$ cat src/sv/rgb_to_hsl_converter_macros.svh
// assertion macros for the rgb to hsl converter
`ifndef RGB_TO_HSL_CONVERTER_MACROS_SVH
`define RGB_TO_HSL_CONVERTER_MACROS_SVH

`ifndef SYNTH
// checked while out of reset
`define RHSL_ASSERT(lbl, clk, rst_n, prop, msg) \
    lbl: assert property (@(posedge clk) disable iff (!rst_n) prop) else $error(msg);
// checked on every edge, reset included
`define RHSL_ASSERT_ALWAYS(lbl, clk, prop, msg) \
    lbl: assert property (@(posedge clk) prop) else $error(msg);
`else
`define RHSL_ASSERT(lbl, clk, rst_n, prop, msg)
`define RHSL_ASSERT_ALWAYS(lbl, clk, prop, msg)
`endif

`endif

$ cat src/sv/rhsl_pkg.sv
// shared constants of the rgb to hsl converter
package rhsl_pkg;

    // hue circle: six sectors of sixty degrees each
    localparam int SECTORS        = 6;
    localparam int DEG_PER_SECTOR = 60;

endpackage

$ cat src/sv/rhsl_prep.sv
// front end: max/min, chroma, lightness and the two dividend/divisor pairs
module rhsl_prep #(
    parameter int CHANNEL_BITS  = 8,
    parameter int HUE_FRAC_BITS = 6
) (
    input  logic                    i_clk,
    input  logic                    i_rst_n,
    input  logic                    i_valid,
    output logic                    o_ready,
    input  logic [CHANNEL_BITS-1:0] i_red,
    input  logic [CHANNEL_BITS-1:0] i_green,
    input  logic [CHANNEL_BITS-1:0] i_blue,
    output logic                    o_valid,
    input  logic                    i_ready,
    output logic [CHANNEL_BITS + $clog2(2 * rhsl_pkg::SECTORS
                 * (rhsl_pkg::DEG_PER_SECTOR << HUE_FRAC_BITS) + 2) - 1:0] o_hue_num,
    output logic [CHANNEL_BITS:0]   o_hue_den,
    output logic [2*CHANNEL_BITS+1:0] o_sat_num,
    output logic [CHANNEL_BITS:0]   o_sat_den,
    output logic [CHANNEL_BITS-1:0] o_light,
    output logic                    o_grey
);

    localparam int CB     = CHANNEL_BITS;
    localparam int HUE_K  = rhsl_pkg::DEG_PER_SECTOR << HUE_FRAC_BITS;
    localparam int HUE_K2 = 2 * HUE_K;
    localparam int NHW    = CB + $clog2(2 * rhsl_pkg::SECTORS * HUE_K + 2);
    localparam int NSW    = 2 * CB + 2;
    localparam int NUM_W  = CB + 3;

    localparam logic [1:0] SEC_RED   = 2'd0;
    localparam logic [1:0] SEC_GREEN = 2'd1;
    localparam logic [1:0] SEC_BLUE  = 2'd2;

    localparam logic [CB:0] MAX_V   = {1'b0, {CB{1'b1}}};
    localparam logic [CB:0] TWO_MAX = {{CB{1'b1}}, 1'b0};

    // stage handshake
    logic r_a_vld, r_b_vld, r_c_vld;
    logic w_en_a, w_en_b, w_en_c;

    assign w_en_c  = !r_c_vld || i_ready;
    assign w_en_b  = !r_b_vld || w_en_c;
    assign w_en_a  = !r_a_vld || w_en_b;
    assign o_ready = w_en_a;
    assign o_valid = r_c_vld;

    // stage a: sector, extremes, signed difference of the other two channels
    logic          w_ge_rg, w_ge_rb, w_ge_gb;
    logic [CB-1:0] w_lo_rg;
    logic [1:0]    n_a_sec;
    logic [CB-1:0] n_a_hi, n_a_lo;
    logic [CB:0]   n_a_sd;
    logic [1:0]    r_a_sec;
    logic [CB-1:0] r_a_hi, r_a_lo;
    logic [CB:0]   r_a_sd;

    assign w_ge_rg = i_red >= i_green;
    assign w_ge_rb = i_red >= i_blue;
    assign w_ge_gb = i_green >= i_blue;
    assign w_lo_rg = w_ge_rg ? i_green : i_red;
    assign n_a_lo  = (w_lo_rg <= i_blue) ? w_lo_rg : i_blue;

    always_comb begin
        if (w_ge_rg && w_ge_rb) begin
            n_a_sec = SEC_RED;
            n_a_hi  = i_red;
            n_a_sd  = {1'b0, i_green} - {1'b0, i_blue};
        end else if (w_ge_gb) begin
            n_a_sec = SEC_GREEN;
            n_a_hi  = i_green;
            n_a_sd  = {1'b0, i_blue} - {1'b0, i_red};
        end else begin
            n_a_sec = SEC_BLUE;
            n_a_hi  = i_blue;
            n_a_sd  = {1'b0, i_red} - {1'b0, i_green};
        end
    end

    always_ff @(posedge i_clk) begin
        if (!i_rst_n) begin
            r_a_vld <= 1'b0;
        end else if (w_en_a) begin
            r_a_vld <= i_valid;
        end
    end

    always_ff @(posedge i_clk) begin
        if (w_en_a) begin
            r_a_sec <= n_a_sec;
            r_a_hi  <= n_a_hi;
            r_a_lo  <= n_a_lo;
            r_a_sd  <= n_a_sd;
        end
    end

    // stage b: chroma, lightness, saturation divisor, hue numerator
    logic [CB-1:0]    n_b_c;
    logic [CB:0]      w_sum;
    logic [CB+1:0]    w_sum_rnd;
    logic [CB-1:0]    n_b_den;
    logic [NUM_W-1:0] w_mult;
    logic [NUM_W:0]   w_num_full;
    logic [CB-1:0]    r_b_c, r_b_den, r_b_light;
    logic [NUM_W-1:0] r_b_num;
    logic             r_b_grey;

    assign n_b_c     = r_a_hi - r_a_lo;
    assign w_sum     = {1'b0, r_a_hi} + {1'b0, r_a_lo};
    assign w_sum_rnd = {1'b0, w_sum} + {{(CB+1){1'b0}}, 1'b1};

    always_comb begin
        if (w_sum <= MAX_V) begin
            n_b_den = w_sum[CB-1:0];
        end else begin
            n_b_den = CB'(TWO_MAX - w_sum);
        end
    end

    // whole sectors of chroma keep the numerator non-negative
    always_comb begin
        case (r_a_sec)
            SEC_RED: begin
                if (r_a_sd[CB]) begin
                    w_mult = (NUM_W'(n_b_c) << 2) + (NUM_W'(n_b_c) << 1);
                end else begin
                    w_mult = '0;
                end
            end
            SEC_GREEN: w_mult = NUM_W'(n_b_c) << 1;
            default:   w_mult = NUM_W'(n_b_c) << 2;
        endcase
    end

    assign w_num_full = {1'b0, w_mult} + {{(NUM_W-CB){r_a_sd[CB]}}, r_a_sd};

    always_ff @(posedge i_clk) begin
        if (!i_rst_n) begin
            r_b_vld <= 1'b0;
        end else if (w_en_b) begin
            r_b_vld <= r_a_vld;
        end
    end

    always_ff @(posedge i_clk) begin
        if (w_en_b) begin
            r_b_c     <= n_b_c;
            r_b_den   <= n_b_den;
            r_b_light <= w_sum_rnd[CB:1];
            r_b_num   <= w_num_full[NUM_W-1:0];
            r_b_grey  <= (n_b_c == '0);
        end
    end

    // stage c: rounding dividends, both of the form 2*n + d over 2*d
    logic [NSW-1:0] w_cmax;
    logic [NHW-1:0] r_c_hnum;
    logic [CB:0]    r_c_hden, r_c_sden;
    logic [NSW-1:0] r_c_snum;
    logic [CB-1:0]  r_c_light;
    logic           r_c_grey;

    assign w_cmax = (NSW'(r_b_c) << CB) - NSW'(r_b_c);

    always_ff @(posedge i_clk) begin
        if (!i_rst_n) begin
            r_c_vld <= 1'b0;
        end else if (w_en_c) begin
            r_c_vld <= r_b_vld;
        end
    end

    always_ff @(posedge i_clk) begin
        if (w_en_c) begin
            r_c_hnum  <= NHW'(r_b_num) * NHW'(HUE_K2) + NHW'(r_b_c);
            r_c_hden  <= {r_b_c, 1'b0};
            r_c_snum  <= (w_cmax << 1) + NSW'(r_b_den);
            r_c_sden  <= {r_b_den, 1'b0};
            r_c_light <= r_b_light;
            r_c_grey  <= r_b_grey;
        end
    end

    assign o_hue_num = r_c_hnum;
    assign o_hue_den = r_c_hden;
    assign o_sat_num = r_c_snum;
    assign o_sat_den = r_c_sden;
    assign o_light   = r_c_light;
    assign o_grey    = r_c_grey;

endmodule

$ cat src/sv/rhsl_div.sv
// pipelined restoring divider, one quotient bit per stage, with side payload
module rhsl_div #(
    parameter int NUM_W  = 16,
    parameter int DEN_W  = 8,
    parameter int QUO_W  = 8,
    parameter int SIDE_W = 1
) (
    input  logic              i_clk,
    input  logic              i_rst_n,
    input  logic              i_valid,
    output logic              o_ready,
    input  logic [NUM_W-1:0]  i_num,
    input  logic [DEN_W-1:0]  i_den,
    input  logic [SIDE_W-1:0] i_side,
    output logic              o_valid,
    input  logic              i_ready,
    output logic [QUO_W-1:0]  o_quo,
    output logic [SIDE_W-1:0] o_side
);

    localparam int EXT_W = (NUM_W > DEN_W + QUO_W) ? NUM_W : DEN_W + QUO_W;
    localparam int REM_N = (QUO_W > 1) ? QUO_W - 1 : 1;

    // per-stage registers; the last stage keeps no remainder
    logic              r_vld  [QUO_W];
    logic [NUM_W-1:0]  r_rem  [REM_N];
    logic [DEN_W-1:0]  r_den  [QUO_W];
    logic [QUO_W-1:0]  r_quo  [QUO_W];
    logic [SIDE_W-1:0] r_side [QUO_W];

    // stage inputs
    wire               p_vld  [QUO_W];
    wire  [NUM_W-1:0]  p_rem  [QUO_W];
    wire  [DEN_W-1:0]  p_den  [QUO_W];
    wire  [QUO_W-1:0]  p_quo  [QUO_W];
    wire  [SIDE_W-1:0] p_side [QUO_W];

    wire  [QUO_W:0]    w_en;

    assign w_en[QUO_W] = i_ready;
    assign o_ready     = w_en[0];
    assign o_valid     = r_vld[QUO_W-1];
    assign o_quo       = r_quo[QUO_W-1];
    assign o_side      = r_side[QUO_W-1];

    for (genvar j = 0; j < QUO_W; j++) begin : g_stage
        localparam int B = QUO_W - 1 - j;

        logic [EXT_W-1:0] w_shift;
        logic [EXT_W-1:0] w_rem_ext;
        logic             w_ge;
        logic [NUM_W-1:0] n_rem;
        logic [QUO_W-1:0] n_quo;

        if (j == 0) begin : g_first
            assign p_vld[j]  = i_valid;
            assign p_rem[j]  = i_num;
            assign p_den[j]  = i_den;
            assign p_quo[j]  = '0;
            assign p_side[j] = i_side;
        end else begin : g_next
            assign p_vld[j]  = r_vld[j-1];
            assign p_rem[j]  = r_rem[j-1];
            assign p_den[j]  = r_den[j-1];
            assign p_quo[j]  = r_quo[j-1];
            assign p_side[j] = r_side[j-1];
        end

        assign w_en[j]   = !r_vld[j] || w_en[j+1];
        assign w_shift   = EXT_W'(p_den[j]) << B;
        assign w_rem_ext = EXT_W'(p_rem[j]);
        assign w_ge      = w_rem_ext >= w_shift;
        assign n_rem     = w_ge ? NUM_W'(w_rem_ext - w_shift) : p_rem[j];

        always_comb begin
            n_quo    = p_quo[j];
            n_quo[B] = w_ge;
        end

        always_ff @(posedge i_clk) begin
            if (!i_rst_n) begin
                r_vld[j] <= 1'b0;
            end else if (w_en[j]) begin
                r_vld[j] <= p_vld[j];
            end
        end

        always_ff @(posedge i_clk) begin
            if (w_en[j]) begin
                r_den[j]  <= p_den[j];
                r_quo[j]  <= n_quo;
                r_side[j] <= p_side[j];
            end
        end

        if (j < QUO_W - 1) begin : g_rem
            always_ff @(posedge i_clk) begin
                if (w_en[j]) begin
                    r_rem[j] <= n_rem;
                end
            end
        end
    end

endmodule

$ cat src/sv/rgb_to_hsl_converter.sv
// top level of the rgb to hsl converter: stream ports and pipeline assembly

// Streaming RGB to HSL converter. Each input item is one pixel and gives
// exactly one result item: hue in 1/2^HUE_FRAC_BITS degree, saturation and
// lightness scaled so that all ones means 1.0. One item can be accepted on
// every clock while the output is not stalled; the pipeline is made of three
// front-end stages, the hue divider with one stage per quotient bit and the
// saturation divider with one stage per channel bit. Every stage has its own
// valid bit and loads whenever it is empty or the stage after it moves, so a
// stall on the output only backs up as far as the first empty stage and
// input keeps flowing into the gaps. All quotients round half up; grey
// pixels give zero hue and saturation, and a hue that rounds to a full turn
// reads as zero.

`include "rgb_to_hsl_converter_macros.svh"

module rgb_to_hsl_converter #(
    parameter int CHANNEL_BITS  = 8,
    parameter int HUE_FRAC_BITS = 6
) (
    input  logic i_clk,
    input  logic i_rst_n,
    // input item
    input  logic i_s_axis_tvalid,
    output logic o_s_axis_tready,
    // tdata from bit 0: red, green, blue, zero fill to whole bytes
    input  logic [((3 * CHANNEL_BITS + 7) / 8) * 8 - 1:0] i_s_axis_tdata,
    // result item
    output logic o_m_axis_tvalid,
    input  logic i_m_axis_tready,
    // tdata from bit 0: hue, saturation, lightness, zero fill to whole bytes
    output logic [(($clog2(rhsl_pkg::SECTORS * (rhsl_pkg::DEG_PER_SECTOR
                 << HUE_FRAC_BITS) + 1) + 2 * CHANNEL_BITS + 7) / 8) * 8 - 1:0]
                 o_m_axis_tdata
);

    localparam int CB       = CHANNEL_BITS;
    localparam int HUE_K    = rhsl_pkg::DEG_PER_SECTOR << HUE_FRAC_BITS;
    localparam int HUE_FULL = rhsl_pkg::SECTORS * HUE_K;
    localparam int HUE_W    = $clog2(HUE_FULL + 1);
    localparam int NHW      = CB + $clog2(2 * rhsl_pkg::SECTORS * HUE_K + 2);
    localparam int NSW      = 2 * CB + 2;
    localparam int OUT_W    = ((HUE_W + 2 * CB + 7) / 8) * 8;
    localparam int HSIDE_W  = NSW + (CB + 1) + CB + 1;
    localparam int SSIDE_W  = HUE_W + CB + 1;

    // front end
    logic             w_prep_vld, w_prep_rdy;
    logic [NHW-1:0]   w_hue_num;
    logic [CB:0]      w_hue_den;
    logic [NSW-1:0]   w_sat_num;
    logic [CB:0]      w_sat_den;
    logic [CB-1:0]    w_prep_light;
    logic             w_prep_grey;

    rhsl_prep #(
        .CHANNEL_BITS  (CHANNEL_BITS),
        .HUE_FRAC_BITS (HUE_FRAC_BITS)
    ) u_prep (
        .i_clk     (i_clk),
        .i_rst_n   (i_rst_n),
        .i_valid   (i_s_axis_tvalid),
        .o_ready   (o_s_axis_tready),
        .i_red     (i_s_axis_tdata[CB-1:0]),
        .i_green   (i_s_axis_tdata[2*CB-1:CB]),
        .i_blue    (i_s_axis_tdata[3*CB-1:2*CB]),
        .o_valid   (w_prep_vld),
        .i_ready   (w_prep_rdy),
        .o_hue_num (w_hue_num),
        .o_hue_den (w_hue_den),
        .o_sat_num (w_sat_num),
        .o_sat_den (w_sat_den),
        .o_light   (w_prep_light),
        .o_grey    (w_prep_grey)
    );

    // hue divider; the saturation operands ride along
    logic               w_hdiv_vld, w_hdiv_rdy;
    logic [HUE_W-1:0]   w_hue_q;
    logic [HSIDE_W-1:0] w_hside;
    logic [NSW-1:0]     w_hs_num;
    logic [CB:0]        w_hs_den;
    logic [CB-1:0]      w_hs_light;
    logic               w_hs_grey;

    rhsl_div #(
        .NUM_W  (NHW),
        .DEN_W  (CB + 1),
        .QUO_W  (HUE_W),
        .SIDE_W (HSIDE_W)
    ) u_hue_div (
        .i_clk   (i_clk),
        .i_rst_n (i_rst_n),
        .i_valid (w_prep_vld),
        .o_ready (w_prep_rdy),
        .i_num   (w_hue_num),
        .i_den   (w_hue_den),
        .i_side  ({w_sat_num, w_sat_den, w_prep_light, w_prep_grey}),
        .o_valid (w_hdiv_vld),
        .i_ready (w_hdiv_rdy),
        .o_quo   (w_hue_q),
        .o_side  (w_hside)
    );

    assign {w_hs_num, w_hs_den, w_hs_light, w_hs_grey} = w_hside;

    // saturation divider; the raw hue rides along
    logic               w_sdiv_vld;
    logic [CB-1:0]      w_sat_q;
    logic [SSIDE_W-1:0] w_sside;
    logic [HUE_W-1:0]   w_ss_hue;
    logic [CB-1:0]      w_light;
    logic               w_grey;

    rhsl_div #(
        .NUM_W  (NSW),
        .DEN_W  (CB + 1),
        .QUO_W  (CB),
        .SIDE_W (SSIDE_W)
    ) u_sat_div (
        .i_clk   (i_clk),
        .i_rst_n (i_rst_n),
        .i_valid (w_hdiv_vld),
        .o_ready (w_hdiv_rdy),
        .i_num   (w_hs_num),
        .i_den   (w_hs_den),
        .i_side  ({w_hue_q, w_hs_light, w_hs_grey}),
        .o_valid (w_sdiv_vld),
        .i_ready (i_m_axis_tready),
        .o_quo   (w_sat_q),
        .o_side  (w_sside)
    );

    assign {w_ss_hue, w_light, w_grey} = w_sside;

    // grey pixels zero hue and saturation; a full turn wraps to zero
    logic [HUE_W-1:0] w_hue;
    logic [CB-1:0]    w_sat;

    assign w_hue = (w_grey || (w_ss_hue == HUE_W'(HUE_FULL))) ? '0 : w_ss_hue;
    assign w_sat = w_grey ? '0 : w_sat_q;

    assign o_m_axis_tvalid = w_sdiv_vld;
    assign o_m_axis_tdata  = OUT_W'({w_light, w_sat, w_hue});

    // checks
    `RHSL_ASSERT(a_hue_range, i_clk, i_rst_n, o_m_axis_tvalid |-> (w_hue < HUE_W'(HUE_FULL)), "hue beyond full turn")
    `RHSL_ASSERT(a_black_grey, i_clk, i_rst_n, (o_m_axis_tvalid && (w_light == '0)) |-> ((w_sat == '0) && (w_hue == '0)), "black pixel with hue or saturation")
    `RHSL_ASSERT(a_ready_when_empty, i_clk, i_rst_n, !o_m_axis_tvalid |-> o_s_axis_tready, "input stalled with empty output stage")
    `RHSL_ASSERT_ALWAYS(a_reset_clears, i_clk, !i_rst_n |=> !o_m_axis_tvalid, "result valid right after reset")

endmodule

$ cat config.mk
export PLATFORM = sky130hd
export DESIGN_NAME = rgb_to_hsl_converter
export DESIGN_NICKNAME = d
export VERILOG_FILES = /design/src/sv/rhsl_pkg.sv /design/src/sv/rhsl_prep.sv /design/src/sv/rhsl_div.sv /design/src/sv/rgb_to_hsl_converter.sv
export VERILOG_INCLUDE_DIRS = /design/src /design/src/sv
export SDC_FILE = /design/constraint.sdc
export NUM_CORES = 2
export LEC_CHECK = 0
export BUFFER_PORTS_ARGS = -buffer_cell sky130_fd_sc_hd__buf_2
export CORE_MARGIN = 5
export CORE_UTILIZATION = 23
export CTS_BUF_LIST = sky130_fd_sc_hd__clkbuf_8
export CTS_CLUSTER_DIAMETER = 120
export DETAILED_ROUTE_END_ITERATION = 7
export PLACE_DENSITY = 0.4
export SYNTH_ARGS = -nofsm -noshare
export SYNTH_HDL_FRONTEND = slang
export SYNTH_SLANG_ARGS = --single-unit
$ cat constraint.sdc
create_clock -name i_clk -period 7.3 [get_ports i_clk]
set_input_delay 0.73 -clock i_clk [delete_from_list [all_inputs] [get_ports i_clk]]
set_output_delay 0.73 -clock i_clk [all_outputs]
set_load 0.01 [all_outputs]
==> key figures <==
Timing
  • Final count of pins violating max slew: 0
  • Worst-Margin Slew: 1.04 ns
  • Highest clock rate: between 0.15 and 0.2 GHz
  • Finish-stage setup viols: 0
  • Min Clock Period, post-route: approximately 5.3 ns
  • Setup_tns: 0 ns
  • Skew final: approximately 0.073 ns
  • RSZ-0062 raised after global routing: no
  • Final period util: around 70%
  • Slew HR: 29.9%
  • Fin. Hold Viols: 0

Floorplanning
  • Initial core utilization: 23.1%
  • I/O pin count: between 60 and 70
  • Die area: between 200000 and 300000 µm²
  • Die Width: 540 µm
  • Die height: between 500 and 600 µm
  • FP Rows: 194
  • Core Box Area: about 280000 µm²

Synthesis
  • Number of synthesized flops with an enable pin: between 1500 and 2000
  • Register area share after synthesis: a little over two thirds
  • Post-synthesis xor/xnor area fraction: between 3 and 4%
  • Synth unique cells: between 80 and 90
  • Simple-gate share of the synthesized area: 8.72%
  • Flops & latches, synth: ~1500
  • Post-Synth Adder-Cell Area: 6.84%
  • Synth Instances: ~4400
  • Largest family of logic cells by synthesized area: simple AND/OR/NAND/NOR gates
  • Async S/R FF share, synth: 0%
  • Prevailing post-synth register cell: edfxtp_1
  • Synth Cell Area: between 60000 and 70000 µm²
  • Multiplexer area fraction after synthesis: ~1.6%
  • Synth Area in Compound Gates: just under 7%
  • YS warnings: 0
  • Mean Syn Cell Area: about 15 µm²

GRT
  • Largest net degree at the start of global routing: 77
  • Grt total ovfl: 0
  • Overall routing resource usage: between 8 and 9%
  • First-pass GRT wire length: ~200 mm
  • Initial antenna violation count: 2
  • Number of global-route vias before repair: between 30000 and 40000

Clock network
  • CTS tree: done
  • Post-CTS resize count: 0
  • Max clock buf depth: 4
  • H-tree levels: 5
  • CTS root buf: clkbuf_8
  • Worst-Skew Late Latency: approximately 0.96 ns
  • Post-CTS Hold Buffers: 1
  • Setup bufs post-CTS: 0
  • Worst-path clk slew: about 0.060 ns
  • Clock sinks: about 1500
  • Num CTS Buffers: 277

Critical path
  • Reg2reg start: u_prep.r_a_hi[4]
  • CP Capture Type: output pin
  • RR Endpoint: u_prep.r_b_num[10]
  • CP Data Arrival Time: 4.53 ns
  • FF-to-FF path depth: 16
  • WP data required: between 6 and 7 ns
  • Worst setup SP type: primary input
  • CP Max Fanout: 36
  • Register-to-register path setup slack: 2.45 ns
  • CP Class: in2out

Power and ir drop
  • Int Pwr: between 0.02 and 0.025 W
  • VDD IR max: around 0.00023 V
  • Pwr dens: roughly 500 nW/µm²
  • Sw Pwr: 0.0125 W
  • Clock power share: 19.3%
  • Flop pwr share: a little under half
  • Comb pwr share: about a third
  • Switching share of power: 33.5%
  • Leakage: 27.5 nW

Cells and area
  • Number of fill cells in the layout: between 20000 and 30000
  • Layout cells sized above 1: 11.2%
  • Layout area overhead: 15.2%
  • Final Core Density: approximately a quarter
  • Fin nets: 5030

Drt
  • Routed length per instance: 14.2 µm
  • Drt pass-1 iters: 5
  • Drt total wl: 122 mm
  • DRT iter0 DRCs: 1646
  • Vias: 33984
  • Routed Antenna Nets: 0
  • Met3 wire len: about 4.3 mm
  • WL met2: around 60 mm
  • DR vias/cell: about 4.0
  • Top layer in use: met4
  • DRC viols: 0
  • Metal1 wirelength: about 53 mm

Outcome
  • Status: finished clean

Placement
  • DP HPWL: 85.9 mm
  • Final GP Congestion: 0.816
  • Count of input and output buffers: 60

Min path
  • Worst hold start: i_s_axis_tvalid
  • Worst Hold Class: in2reg
  • WHS Path Cells: 3
  • Hold endpoint: u_prep.r_a_vld

Job
  • Max Cap Viol: 0
[critical path, stage by stage]
cell and delay [ns]:
dlygate4sd3_1 0.53, buf_2 0.12, nor2b_1 0.18, inv_1 0.06, buf_4 0.27, or4b_4 0.67
nor4_4 0.47, nand3_2 0.20, nor2_2 0.30, inv_2 0.09, nor4b_4 0.30, nand2_1 0.11
buf_4 0.26, buf_2 0.20
[synthesized netlist by cell type, types with 20 or more instances]
master       n  share of area (%)
a211oi_1    22               0.26
a21boi_0    22               0.26
a21o_1      41               0.48
a21oi_1    186                1.4
and2_1      20               0.19
and3_1      32               0.31
clkbuf_1    44               0.26
edfxtp_1  1508                 70
fa_1        48                1.5
ha_1       277                5.4
inv_1      344                2.0
mux2_2      48               0.84
mux2i_1     42               0.65
nand2_1    200                1.2
nand2b_1    50               0.48
nand3_1     61               0.47
nand4_1     50               0.48
nor2_1     262                1.5
nor2b_1     90               0.87
nor3_1      99               0.77
nor4_1      49               0.47
o21a_1      61               0.71
o21ai_0    204                1.6
o31a_1      20               0.27
o31ai_1     25               0.29
or2_2       20               0.19
or3_1       29               0.28
xnor2_1    148                2.0
xor2_1     109                1.5
[routing by layer]
| metal | vias to the layer above | global-route usage, % |
|---|---|---|
| met2 | 574 | 14.5 |
| met4 | 0 | 3.35 |
| li1 | 17003 | - |
| met5 | - | 0 |
| met3 | 316 | 1.83 |
| met1 | 16091 | 9.71 |
[cell type report]
type                    instances  area [µm²]  area share (%)
repair buffers                 92         543           0.729
inverters                     346        1300            1.74
diodes                          4        10.0          0.0134
well taps                    3724        4660            6.25
clock buffers                 285        3920            5.26
clock inverters               167         896            1.20
flip-flops and latches       1513       45400            60.9
multi-input cells            2447       17800            23.9
[worst max-delay path by stage]
| stage | from | endpoint | slack, ns |
|---|---|---|---|
| finish | i_m_axis_tready | o_s_axis_tready | 2.04 |
| CTS | u_sat_div.r_vld[1][3] | o_s_axis_tready | 1.89 |
| floorplan | i_m_axis_tready | o_s_axis_tready | 0.52 |
| global placement | u_prep.r_a_lo[4] | u_prep.r_b_num[10] | 2.50 |
| global route | u_sat_div.r_vld[1][3] | o_s_axis_tready | 1.72 |
| detailed placement | u_prep.r_a_hi[4] | u_prep.r_b_num[10] | 2.38 |
[power groups by stage]
stage          Sequential (W)  Combinational [W]  Clock, W
2_1_floorplan          0.0163             0.0102         0
3_3_place_gp           0.0173             0.0129         0
3_5_place_dp           0.0174             0.0130         0
4_1_cts                0.0172             0.0131   0.00760
5_1_grt                0.0176             0.0148   0.00796
6_report               0.0171             0.0130   0.00720
[stage by stage]
| step | instance area (µm²) | power [W] | instances | setup slack [ns] | hold WS (ns) |
|---|---|---|---|---|---|
| 2_1_floorplan | 64700 | 0.0265 | 4368 | 0.516 | 0.400 |
| 3_3_place_gp | 69700 | 0.0303 | 8121 | 2.50 | 0.401 |
| 3_5_place_dp | 69700 | 0.0304 | 8121 | 2.38 | 0.405 |
| 4_1_cts | 74500 | 0.0379 | 8574 | 1.89 | 0.00706 |
| 5_1_grt | 74500 | 0.0403 | 8578 | 1.72 | 0.0590 |
| 6_report | 74500 | 0.0373 | 8578 | 2.04 | 0.115 |
[kinds of logic after synthesis]
family	count (synthesis)
buffers and inverters	408
AOI/OAI and AO/OA	698
other	1
muxes	94
DFF	1513
and+or+nand+nor	1071
adders and majority gates	325
xor gates and xnor gates	257
[sequential cells by signal, indices dropped and copies added, names as in the netlist, 6 cells and up]
| register | cells |
|---|---|
| u_hue_div.r_side | 505 |
| u_hue_div.r_rem | 273 |
| u_sat_div.r_side | 192 |
| u_sat_div.r_rem | 126 |
| u_hue_div.r_quo | 120 |
| u_hue_div.r_den | 68 |
| u_sat_div.r_den | 49 |
| u_sat_div.r_quo | 36 |
| u_prep.o_sat_num | 18 |
| u_prep.o_hue_num | 16 |
| u_hue_div.r_vld | 15 |
| u_prep.r_b_num | 11 |
| u_prep.r_a_sd | 9 |
| u_prep.o_light | 8 |
| u_prep.r_a_hi | 8 |
| u_prep.r_a_lo | 8 |
| u_prep.r_b_den | 8 |
| u_prep.r_b_light | 8 |
| u_sat_div.r_vld | 8 |
| u_prep.o_sat_den | 7 |
| u_prep.r_b_c | 7 |
| u_prep.o_hue_den | 6 |
[cells in the final DEF (no fill, tap or decap), types with 14 or more instances in the layout]
master / instances
nand4_1: 50
o31a_1: 20
xnor2_1: 148
clkinv_1: 58
nor4_1: 49
nand2_1: 192
mux2i_1: 42
o21ai_0: 203
ha_1: 277
edfxtp_1: 1508
nor2b_1: 90
buf_4: 31
nor4b_1: 18
a21boi_0: 22
or3_1: 29
a21oi_1: 186
nand4b_1: 14
o21a_1: 61
clkbuf_8: 285
nor2_1: 262
mux2_2: 48
a21o_1: 41
clkinv_2: 21
a211oi_1: 22
nand2b_1: 50
and3_1: 32
xor2_1: 109
nor3_1: 99
nand3_1: 55
and2_1: 20
or2_2: 20
inv_1: 410
buf_2: 60
o31ai_1: 25
a31oi_1: 17
fa_1: 48
Power figures use the tool's default switching activity.
